File: src/hw/rtl/rq_pkg.sv
// Types and constants of the ready queue.
// No dependencies; used by ready_queue_fifo_or_priority and rq_chk.
`default_nettype none

package rq_pkg;

  localparam int unsigned QueueDepth = 16;
  localparam int unsigned IdxW       = (QueueDepth > 1) ? $clog2(QueueDepth) : 1;
  localparam int unsigned CntW       = $clog2(QueueDepth + 1);
  localparam int unsigned IdW        = 8;
  localparam int unsigned PrioW      = 8;
  localparam int unsigned OccW       = 5;
  localparam int unsigned EntryW     = IdW + PrioW;

  typedef enum logic {
    REQ_ENQ = 1'b0,
    REQ_DEQ = 1'b1
  } req_e;

  typedef enum logic [1:0] {
    ST_OK    = 2'd0,
    ST_EMPTY = 2'd1,
    ST_FULL  = 2'd2
  } status_e;

  typedef enum logic [1:0] {
    S_IDLE,
    S_FIFO_RD,
    S_SCAN,
    S_SHIFT
  } state_e;

  typedef struct packed {
    req_e             req_type;
    logic [IdW-1:0]   thread_id;
    logic [PrioW-1:0] thread_priority;
  } req_t;

  typedef struct packed {
    status_e          status;
    logic [IdW-1:0]   chosen_id;
    logic [PrioW-1:0] chosen_priority;
    logic [OccW-1:0]  occupancy;
  } rsp_t;

  typedef struct packed {
    logic [IdW-1:0]   id;
    logic [PrioW-1:0] prio;
  } entry_t;

endpackage

`default_nettype wire

File: src/hw/rtl/ready_queue_fifo_or_priority.sv
// Ready queue of thread entries with FIFO or highest-priority dequeue.
// Depends on rq_pkg and rq_ram.
//
//   channel   | signals                         | handshake
//   ----------+---------------------------------+--------------------------
//   request   | req_i (rq_pkg::req_t)           | start high, busy low
//   result    | rsp_o (rq_pkg::rsp_t)           | done_o, one cycle, no stall
//   config    | cfg_wdata_i (priority_mode)     | cfg_we_i
//
// Enqueue and empty dequeue: result registered from the idle state; FIFO-mode dequeue: via S_FIFO_RD.
// Priority dequeue: the entries are scanned through the single RAM read port,
// then the entries younger than the winner are moved down one slot.
// Reset empties the queue at once; there is no clearing pass.
`default_nettype none

module ready_queue_fifo_or_priority (
  input  wire logic          clk_i,
  input  wire logic          rst_ni,
  input  wire logic          start,
  output logic               busy,
  input  wire rq_pkg::req_t  req_i,
  input  wire logic          cfg_we_i,
  input  wire logic          cfg_wdata_i,
  output logic               done_o,
  output rq_pkg::rsp_t       rsp_o
);

  rq_pkg::state_e               state_q, state_d;
  logic [rq_pkg::IdxW-1:0]      head_q, head_d;
  logic [rq_pkg::CntW-1:0]      count_q, count_d;
  logic [rq_pkg::IdxW-1:0]      rd_off_q, rd_off_d;
  logic [rq_pkg::IdxW-1:0]      best_off_q, best_off_d;
  rq_pkg::entry_t               best_q, best_d;
  logic                         mode_q;
  logic                         done_q, done_d;
  rq_pkg::rsp_t                 rsp_q, rsp_d;

  logic                         ram_we, ram_re;
  logic [rq_pkg::IdxW-1:0]      ram_waddr, ram_raddr;
  rq_pkg::entry_t               ram_wdata, ram_rdata;

  logic                         accept, full, empty;
  logic                         scan_last, take_new, shift_none;
  rq_pkg::entry_t               scan_best;
  logic [rq_pkg::IdxW-1:0]      scan_best_off;
  logic [rq_pkg::CntW-1:0]      count_dec;

  function automatic logic [rq_pkg::IdxW-1:0] wrap_add(
    input logic [rq_pkg::IdxW-1:0] base,
    input logic [rq_pkg::IdxW-1:0] off
  );
    logic [rq_pkg::IdxW:0] sum;
    sum = {1'b0, base} + {1'b0, off};
    if (sum >= (rq_pkg::IdxW+1)'(rq_pkg::QueueDepth)) begin
      sum = sum - (rq_pkg::IdxW+1)'(rq_pkg::QueueDepth);
    end
    return sum[rq_pkg::IdxW-1:0];
  endfunction

  rq_ram #(
    .Width (rq_pkg::EntryW),
    .Depth (rq_pkg::QueueDepth)
  ) u_rq_ram (
    .clk_i   (clk_i),
    .we_i    (ram_we),
    .waddr_i (ram_waddr),
    .wdata_i (ram_wdata),
    .re_i    (ram_re),
    .raddr_i (ram_raddr),
    .rdata_o (ram_rdata)
  );

  assign busy      = (state_q != rq_pkg::S_IDLE);
  assign accept    = start && !busy;
  assign full      = (count_q == rq_pkg::CntW'(rq_pkg::QueueDepth));
  assign empty     = (count_q == '0);
  assign count_dec = count_q - rq_pkg::CntW'(1);

  assign scan_last     = ((rq_pkg::CntW'(rd_off_q) + rq_pkg::CntW'(1)) == count_q);
  assign take_new      = (rd_off_q == '0) || (ram_rdata.prio > best_q.prio);
  assign scan_best     = take_new ? ram_rdata : best_q;
  assign scan_best_off = take_new ? rd_off_q : best_off_q;
  assign shift_none    = ((rq_pkg::CntW'(scan_best_off) + rq_pkg::CntW'(1)) == count_q);

  always_comb begin
    state_d = state_q;
    case (state_q)
      rq_pkg::S_IDLE: begin
        if (accept && req_i.req_type == rq_pkg::REQ_DEQ && !empty) begin
          state_d = mode_q ? rq_pkg::S_SCAN : rq_pkg::S_FIFO_RD;
        end
      end
      rq_pkg::S_FIFO_RD: begin
        state_d = rq_pkg::S_IDLE;
      end
      rq_pkg::S_SCAN: begin
        if (scan_last) begin
          state_d = shift_none ? rq_pkg::S_IDLE : rq_pkg::S_SHIFT;
        end
      end
      rq_pkg::S_SHIFT: begin
        if (scan_last) begin
          state_d = rq_pkg::S_IDLE;
        end
      end
      default: begin
        state_d = rq_pkg::S_IDLE;
      end
    endcase
  end

  always_comb begin
    head_d     = head_q;
    count_d    = count_q;
    rd_off_d   = rd_off_q;
    best_d     = best_q;
    best_off_d = best_off_q;
    done_d     = 1'b0;
    rsp_d      = rsp_q;
    ram_we     = 1'b0;
    ram_waddr  = wrap_add(head_q, rq_pkg::IdxW'(count_q));
    ram_wdata  = '{id: req_i.thread_id, prio: req_i.thread_priority};
    ram_re     = 1'b0;
    ram_raddr  = head_q;
    case (state_q)
      rq_pkg::S_IDLE: begin
        if (accept) begin
          if (req_i.req_type == rq_pkg::REQ_ENQ) begin
            done_d = 1'b1;
            if (full) begin
              rsp_d = '{status: rq_pkg::ST_FULL, chosen_id: '0, chosen_priority: '0,
                        occupancy: rq_pkg::OccW'(count_q)};
            end else begin
              ram_we  = 1'b1;
              count_d = count_q + rq_pkg::CntW'(1);
              rsp_d   = '{status: rq_pkg::ST_OK, chosen_id: '0, chosen_priority: '0,
                          occupancy: rq_pkg::OccW'(count_q + rq_pkg::CntW'(1))};
            end
          end else if (empty) begin
            done_d = 1'b1;
            rsp_d  = '{status: rq_pkg::ST_EMPTY, chosen_id: '0, chosen_priority: '0,
                       occupancy: '0};
          end else begin
            ram_re   = 1'b1;
            rd_off_d = '0;
          end
        end
      end
      rq_pkg::S_FIFO_RD: begin
        done_d  = 1'b1;
        head_d  = wrap_add(head_q, rq_pkg::IdxW'(1));
        count_d = count_dec;
        rsp_d   = '{status: rq_pkg::ST_OK, chosen_id: ram_rdata.id,
                    chosen_priority: ram_rdata.prio, occupancy: rq_pkg::OccW'(count_dec)};
      end
      rq_pkg::S_SCAN: begin
        best_d     = scan_best;
        best_off_d = scan_best_off;
        if (!scan_last) begin
          ram_re    = 1'b1;
          ram_raddr = wrap_add(head_q, rd_off_q + rq_pkg::IdxW'(1));
          rd_off_d  = rd_off_q + rq_pkg::IdxW'(1);
        end else if (shift_none) begin
          done_d  = 1'b1;
          count_d = count_dec;
          rsp_d   = '{status: rq_pkg::ST_OK, chosen_id: scan_best.id,
                      chosen_priority: scan_best.prio, occupancy: rq_pkg::OccW'(count_dec)};
        end else begin
          ram_re    = 1'b1;
          ram_raddr = wrap_add(head_q, scan_best_off + rq_pkg::IdxW'(1));
          rd_off_d  = scan_best_off + rq_pkg::IdxW'(1);
        end
      end
      rq_pkg::S_SHIFT: begin
        ram_we    = 1'b1;
        ram_waddr = wrap_add(head_q, rd_off_q - rq_pkg::IdxW'(1));
        ram_wdata = ram_rdata;
        if (scan_last) begin
          done_d  = 1'b1;
          count_d = count_dec;
          rsp_d   = '{status: rq_pkg::ST_OK, chosen_id: best_q.id,
                      chosen_priority: best_q.prio, occupancy: rq_pkg::OccW'(count_dec)};
        end else begin
          ram_re    = 1'b1;
          ram_raddr = wrap_add(head_q, rd_off_q + rq_pkg::IdxW'(1));
          rd_off_d  = rd_off_q + rq_pkg::IdxW'(1);
        end
      end
      default: begin
      end
    endcase
  end

  always_ff @(posedge clk_i or negedge rst_ni) begin
    if (!rst_ni) begin
      state_q  <= rq_pkg::S_IDLE;
      head_q   <= '0;
      count_q  <= '0;
      rd_off_q <= '0;
      mode_q   <= 1'b0;
      done_q   <= 1'b0;
    end else begin
      state_q  <= state_d;
      head_q   <= head_d;
      count_q  <= count_d;
      rd_off_q <= rd_off_d;
      done_q   <= done_d;
      if (cfg_we_i) begin
        mode_q <= cfg_wdata_i;
      end
    end
  end

  always_ff @(posedge clk_i) begin
    best_q     <= best_d;
    best_off_q <= best_off_d;
    rsp_q      <= rsp_d;
  end

  assign done_o = done_q;
  assign rsp_o  = rsp_q;

endmodule

`default_nettype wire

File: src/hw/rtl/rq_ram.sv
// Generic single-clock RAM: one write port, one read port, registered read.
// No dependencies.
`default_nettype none

module rq_ram #(
  parameter int unsigned Width = 16,
  parameter int unsigned Depth = 16
) (
  input  wire logic                                          clk_i,
  input  wire logic                                          we_i,
  input  wire logic [((Depth > 1) ? $clog2(Depth) : 1)-1:0] waddr_i,
  input  wire logic [Width-1:0]                              wdata_i,
  input  wire logic                                          re_i,
  input  wire logic [((Depth > 1) ? $clog2(Depth) : 1)-1:0] raddr_i,
  output logic      [Width-1:0]                              rdata_o
);

  logic [Width-1:0] mem_q [Depth];

  always_ff @(posedge clk_i) begin
    if (we_i) begin
      mem_q[waddr_i] <= wdata_i;
    end
  end

  always_ff @(posedge clk_i) begin
    if (re_i) begin
      rdata_o <= mem_q[raddr_i];
    end
  end

endmodule

`default_nettype wire

File: config.mk
export PLATFORM = sky130hd
export DESIGN_NAME = ready_queue_fifo_or_priority
export DESIGN_NICKNAME = d
export VERILOG_FILES = /design/src/hw/rtl/rq_pkg.sv /design/src/hw/rtl/ready_queue_fifo_or_priority.sv /design/src/hw/rtl/rq_ram.sv
export SDC_FILE = /design/constraint.sdc
export NUM_CORES = 1
export LEC_CHECK = 0
export BUFFER_PORTS_ARGS = -buffer_cell sky130_fd_sc_hd__buf_2
export CORE_ASPECT_RATIO = 0.8
export CORE_MARGIN = 5
export CORE_UTILIZATION = 45
export DETAILED_ROUTE_END_ITERATION = 6
export MAX_ROUTING_LAYER = met4
export SYNTH_ARGS = -nofsm -noshare
export SYNTH_HDL_FRONTEND = slang
export SYNTH_SLANG_ARGS = --single-unit
File: constraint.sdc
create_clock -name clk_i -period 6.57 [get_ports clk_i]
set_input_delay 0 -clock clk_i [delete_from_list [all_inputs] [get_ports clk_i]]
set_output_delay 0 -clock clk_i [all_outputs]
set_load 0.005 [all_outputs]
==> reports/results.tsv, run 1 <==
stage	metric	value	unit
finish	share of cells above drive strength 1	0.164	
cts	Post-CTS Resized	0	
route	DR iter-0 viols	1014	
sta	Tcrit/Tclk final	0.885	
finish	register area	0.00988	mm²
yosys	Post-synth EDFFs	315	
global_route	vias in the first global route	8937	
finish	P&R area growth vs syn	12.5	%
finish	final design area excluding fillers	0.0170	mm²
cts	root buffer cell	clkbuf_16	
worst_setup_path	Worst Path Required	6.89	ns
finish	commonest non-fill, non-tap cell in the layout	edfxtp_1	
global_route	global-route wire length before repair	55800	µm
sta	final setup margin	0.757	ns
sta	max_slew headroom	0.356	
sta	unrepaired setup endpoints after global routing	no	
sta	Setup Skew	0.0156	ns
floorplan	core area	0.0333	mm²
yosys	Yosys cell types	74	
worst_setup_path	Reg-to-Reg End	u_rq_ram.rdata_o[2]	
yosys	Mapped Nets	1184	
yosys	sequential element share of the synthesized area	0.656	
finish	Filler cells	2812	
placed_design	Final GP Congestion	0.860	
cts	TritonCTS clock tree	yes	
cts	CTS max path bufs	3	
cts	Post-CTS Hold Buffers	6	
floorplan	Die X	215	µm
worst_setup_path	reg2reg setup slack	0.76	ns
floorplan	Ports	47	
route	WL/cell	22.3	µm
sta	final hold violation count	0	
outcome	status	finished, final reports clean	
route	vias	9481	
yosys	Synth Flop Type	edfxtp_1	
worst_setup_path	CP Launch Type	flip-flop	
yosys	Synth Instances	1132	
cts	clk_lat worst skew	0.52	ns
global_route	initial antenna violation count	0	
sta	Slew Limit Fails	0	
global_route	pin count of the biggest net entering global routing	68	
placed_design	dpl cell area	0.0159	mm²
cts	CTS sink cnt	332	
cts	clock transition time at the flip-flop clock pins of the worst setup and hold paths	0.06	ns
sta	maximum clock frequency	172	MHz
job	max cap viols	0	
yosys	Async SR Flop Fraction	0.0512	
finish	Multi-input gate area	0.00479	mm²
sta	Final TNS setup	0	ns
min_path	HP Class	input port to flip-flop	
floorplan	Starting Density	0.452	
worst_setup_path	crit-path max FO	47	
finish	diode count	0	
placed_design	Placed Cells	1572	
placed_design	PortBufs	46	
route	Post-DRT Antenna Nets	0	
worst_setup_path	reg2reg path depth	20	
route	via/cell ratio	5.77	
worst_setup_path	FF-to-FF Start	u_rq_ram.rdata_o[3]	
finish	final layout net count	1233	
route	WL final	36600	µm
sta	Final setup viols	0	
yosys	syn_area_per_cell	13.3	µm²
yosys	Mapped Area	0.0151	mm²
worst_setup_path	launch point of the worst path	u_rq_ram.rdata_o[3]	
finish	Non-Filler Instances	1642	
cts	CTS buffer count	35	
yosys	FF+latch count, synth	332	
worst_setup_path	WP data arrival	6.13	ns
worst_setup_path	worst setup path end	u_rq_ram.rdata_o[2]	
yosys	YS warnings	0	
floorplan	Die H	174	µm
floorplan	floorplan row count	60	
worst_setup_path	CP endpoint kind	flip-flop	
global_route	GRT Overall Usage	0.199	
placed_design	Post-Place Worst Slack	0.726	ns
cts	htree depth	2	
cts	Post-CTS Repair Setup Buffers	0	
global_route	global route overflow	0	
route	drt first pass iters	5	
floorplan	die area	0.0373	mm²
route	drt drc	0	
sta	minimum clock period	5.81	ns
finish	commonest non-fill, non-tap cells in the layout	edfxtp_1 (315), nand2_1 (162), a21oi_1 (121)	
sta	Slew @ Worst Pin	0.967	ns
worst_setup_path	CP Class	flip-flop to flip-flop	
placed_design	hpwl dp	22100	µm
[routing by layer]
layer,vias to the layer above,track usage,part of all wire
met4,0,0.0416,0.015
met1,4728,0.299,0.48
met5,-,-,0
met2,300,0.288,0.44
met3,37,0.0307,0.060
li1,4416,-,-
[cell usage after synthesis, drive strengths merged, types with 2 or more instances]
cell      n  area [µm²]
a21o      2        15.0
clkbuf   33         124
a222oi   11         110
a221oi   35         307
nand4     4        25.0
xor2     10        87.6
a22oi     7        52.6
nand3b    2        15.0
o31ai     2        15.0
nand2   162         608
fa        3        60.1
or2       5        31.3
a21oi   126         642
nor4b     2        47.6
nand2b    8        50.1
nand3    10        55.1
buf      39         258
nor2b     4        27.5
o21ai    31         155
mux2i    54         541
and3      3        18.8
dfrtp    17         425
nor3b     2        26.3
a211o     4        35.0
nor3     10        61.3
nor2     56         213
o21bai    3        33.8
ha       27         338
and2      5        31.3
a32oi    32         280
mux2     35         394
o211ai    5        47.5
edfxtp  315        9460
a211oi    2        15.0
o22ai     2        12.5
inv      25        93.8
xnor2    18         158
[kinds of logic (layout without fill, tap and decap cells)]
| logic type | Yosys count | in the layout | synth area share |
|---|---|---|---|
| DFF | 332 | 332 | 0.656 |
| and+or+nand+nor | 278 | 278 | 0.0830 |
| AOI/OAI and AO/OA | 276 | 276 | 0.123 |
| buffers and inverters | 98 | 174 | 0.0318 |
| muxes | 89 | 89 | 0.0620 |
| adders and majority gates | 30 | 30 | 0.0264 |
| xor gates and xnor gates | 29 | 29 | 0.0179 |
[metrics by stage]
stage,util,hold WS (ns)
CTS,0.509,0.0214
floorplan,-,-0.296
global route,0.509,0.0652
global placement,0.476,-0.0363
finish,0.509,0.0467
detailed placement,0.476,-0.0359
[critical path: stages (launching register included)]
cell	delay, ns
edfxtp_1	0.53
ha_1	0.39
nand4_1	0.11
or2_1	0.26
and2_1	0.29
nor4b_4	0.35
o21bai_4	0.22
ha_1	0.31
xor2_1	0.19
nand2b_1	0.19
or3_1	0.30
a211o_1	0.29
nand2_1	0.16
a211o_1	0.15
o21a_1	0.18
and3_4	0.59
buf_12	0.32
a21oi_1	0.10
a221oi_1	0.32
a21oi_1	0.07
mux2i_1	0.26
[cell type report]
| type | count | share of cell area |
|---|---|---|
| clock buffer | 48 | 0.0558 |
| clock inverter | 16 | 0.00546 |
| inverter | 26 | 0.00576 |
| multi-input combinational | 702 | 0.283 |
| sequential | 332 | 0.583 |
| tap | 434 | 0.0320 |
| timing repair buffer | 84 | 0.0350 |
[flip-flops by register name, indices dropped and copies added, names as in the netlist, 4 cells and up]
name,flops
count_q,5
rd_off_q,4
head_q,4
u_rq_ram.rdata_o,16
rsp_o,23
best_q,16
best_off_q,4
u_rq_ram.mem_q,256
[worst min path at each step]
stage,start,end,cells past startpoint
floorplan,rst_ni,count_q[0],0
global placement,rst_ni,done_o,1
detailed placement,rst_ni,done_o,1
CTS,req_i[8],u_rq_ram.mem_q[14][8],2
global route,req_i[11],u_rq_ram.mem_q[10][11],2
finish,req_i[8],u_rq_ram.mem_q[5][8],2
Power of run 1 is left out: the tool's default activity adds up to more than one toggle a clock period on the data nets, which glitch-free logic cannot reach.
==> run 2: changes to the inputs <==
Settings changed: REMOVE_ABC_BUFFERS set to 1.
==> reports/results.tsv, run 2 (synthesis gave the netlist of run 1 again) <==
stage	metric	value	unit
outcome	status	finished, final reports clean	
finish	final design area excluding fillers	0.0171	mm²
placed_design	Final GP Congestion	0.863	
worst_setup_path	worst setup path end	u_rq_ram.rdata_o[0]	
min_path	hold_sp	req_i[11]	
worst_setup_path	reg2reg path depth	20	
sta	Slew @ Worst Pin	1.21	ns
cts	clk_lat worst skew	0.53	ns
worst_setup_path	reg2reg setup slack	0.62	ns
min_path	HP Class	input port to flip-flop	
sta	final setup margin	0.623	ns
route	metal3 WL	2440	µm
worst_setup_path	CP Class	flip-flop to flip-flop	
finish	final layout net count	1233	
floorplan	Die X	215	µm
worst_setup_path	Reg-to-Reg End	u_rq_ram.rdata_o[0]	
floorplan	floorplan row count	60	
route	Top Metal Used	met4	
sta	Tcrit/Tclk final	0.905	
cts	CTS buffer count	35	
cts	CTS max path bufs	3	
global_route	GRT Overall Usage	0.203	
sta	Setup Skew	0.0166	ns
cts	clock transition time at the flip-flop clock pins of the worst setup and hold paths	0.06	ns
sta	Final setup viols	0	
global_route	initial antenna violation count	2	
cts	Post-CTS Resized	0	
sta	maximum clock frequency	168	MHz
finish	Largest Register	u_rq_ram.mem_q	
worst_setup_path	Critical-path top delay cell	edfxtp_1	
global_route	pin count of the biggest net entering global routing	71	
worst_setup_path	FF-to-FF Start	u_rq_ram.rdata_o[7]	
worst_setup_path	CP Launch Type	flip-flop	
global_route	global-route wire length before repair	57600	µm
finish	post-layout util	0.512	
finish	Filler cells	2874	
global_route	global route overflow	0	
floorplan	Die H	174	µm
sta	minimum clock period	5.95	ns
sta	final hold violation count	0	
cts	Post-CTS Hold Buffers	6	
cts	htree depth	2	
route	WL met1	16900	µm
route	Post-DRT Antenna Nets	0	
placed_design	PortBufs	46	
finish	max reg flops	256	
finish	diode count	0	
route	drt drc	0	
route	routed wl met2	16900	µm
route	WL final	37100	µm
placed_design	Post-Place Worst Slack	0.706	ns
sta	max_slew headroom	0.194	
finish	share of cells above drive strength 1	0.169	
sta	unrepaired setup endpoints after global routing	no	
placed_design	dpl cell area	0.0158	mm²
finish	commonest non-fill, non-tap cell in the layout	edfxtp_1	
job	max cap viols	0	
cts	Post-CTS Repair Setup Buffers	0	
sta	Slew Limit Fails	0	
worst_setup_path	WP data arrival	6.21	ns
route	drt first pass iters	5	
worst_setup_path	slowest cell delay on critical path	0.50	ns
finish	P&R area growth vs syn	13.2	%
floorplan	Ports	47	
worst_setup_path	CP endpoint kind	flip-flop	
worst_setup_path	launch point of the worst path	u_rq_ram.rdata_o[7]	
cts	TritonCTS clock tree	yes	
placed_design	hpwl dp	21600	µm
cts	CTS sink cnt	332	
worst_setup_path	crit-path max FO	70	
sta	hold_ws	0.0104	ns
finish	commonest non-fill, non-tap cells in the layout	edfxtp_1 (315), nand2_1 (162), a21oi_1 (121)	
floorplan	Starting Density	0.452	
global_route	vias in the first global route	9338	
floorplan	core area	0.0333	mm²
route	via/cell ratio	5.83	
worst_setup_path	Worst Path Required	6.83	ns
cts	root buffer cell	clkbuf_16	
route	WL/cell	22.6	µm
route	vias	9569	
worst_setup_path	Cell Chain, Critical Path	ha_1 -> nand4_1 -> or2_1 -> and2_1 -> nor4b_4 -> o21bai_4 -> ha_1 -> xor2_1 -> nand2b_1 -> or3_1 -> a211o_1 -> nand2_1 -> a211o_1 -> o21a_1 -> and3_4 -> buf_12 -> mux2i_1 -> a221oi_1 -> a21oi_1 -> mux2i_1	
floorplan	die area	0.0373	mm²
route	DR iter-0 viols	889	
run 2: cell types whose count changed in the layout (fill, tap and decap cells not counted), sizes merged:
| cell | before | now |
|---|---|---|
| clkbuf | 48 | 40 |
| bufinv | 0 | 5 |
| inv | 26 | 27 |
| clkinvlp | 1 | 2 |
| clkinv | 15 | 14 |
run 2: through the flow:
stage          cells  setup TNS [ns]
2_1_floorplan   1060          -43.14
3_3_place_gp    1572               0
3_5_place_dp    1572               0
4_1_cts         1640               0
5_1_grt         1640               0
6_report        1640               0
run 2: layer usage:
metal	vias up	track usage
met2	325	0.302
met4	0	0.0531
met1	4767	0.293
li1	4416	-
met5	-	-
met3	61	0.0349
run 2: area by class of cell:
cell class                 count  area (µm²)  share of cell area
clock buffer                  40         895              0.0524
clock inverter                22         259              0.0152
inverter                      26        97.6             0.00572
multi-input combinational    702        4790               0.281
sequential                   332        9880               0.579
tap                          434         543              0.0318
timing repair buffer          84         593              0.0348
run 2: worst min-delay path by stage:
stage / endpoint / slack, ns / cells after the start
6_report: u_rq_ram.mem_q[11][11] / 0.01 / 2
5_1_grt: u_rq_ram.mem_q[8][11] / 0.04 / 2
4_1_cts: u_rq_ram.mem_q[11][11] / 0.0004 / 2
3_5_place_dp: rd_off_q[3] / -0.05 / 1
3_3_place_gp: rd_off_q[3] / -0.05 / 1
2_1_floorplan: count_q[0] / -0.30 / 0
run 2: worst max-delay path: cells and delay by family (launching register included):
family / cells / cell delay [ns]
compound gates: 6 / 1.22
xor+xnor: 1 / 0.19
fa+ha+maj: 2 / 0.67
buf+inv: 1 / 0.35
flops: 1 / 0.50
mux: 2 / 0.58
simple gates: 8 / 2.08
Power of run 2 is left out for the same reason.
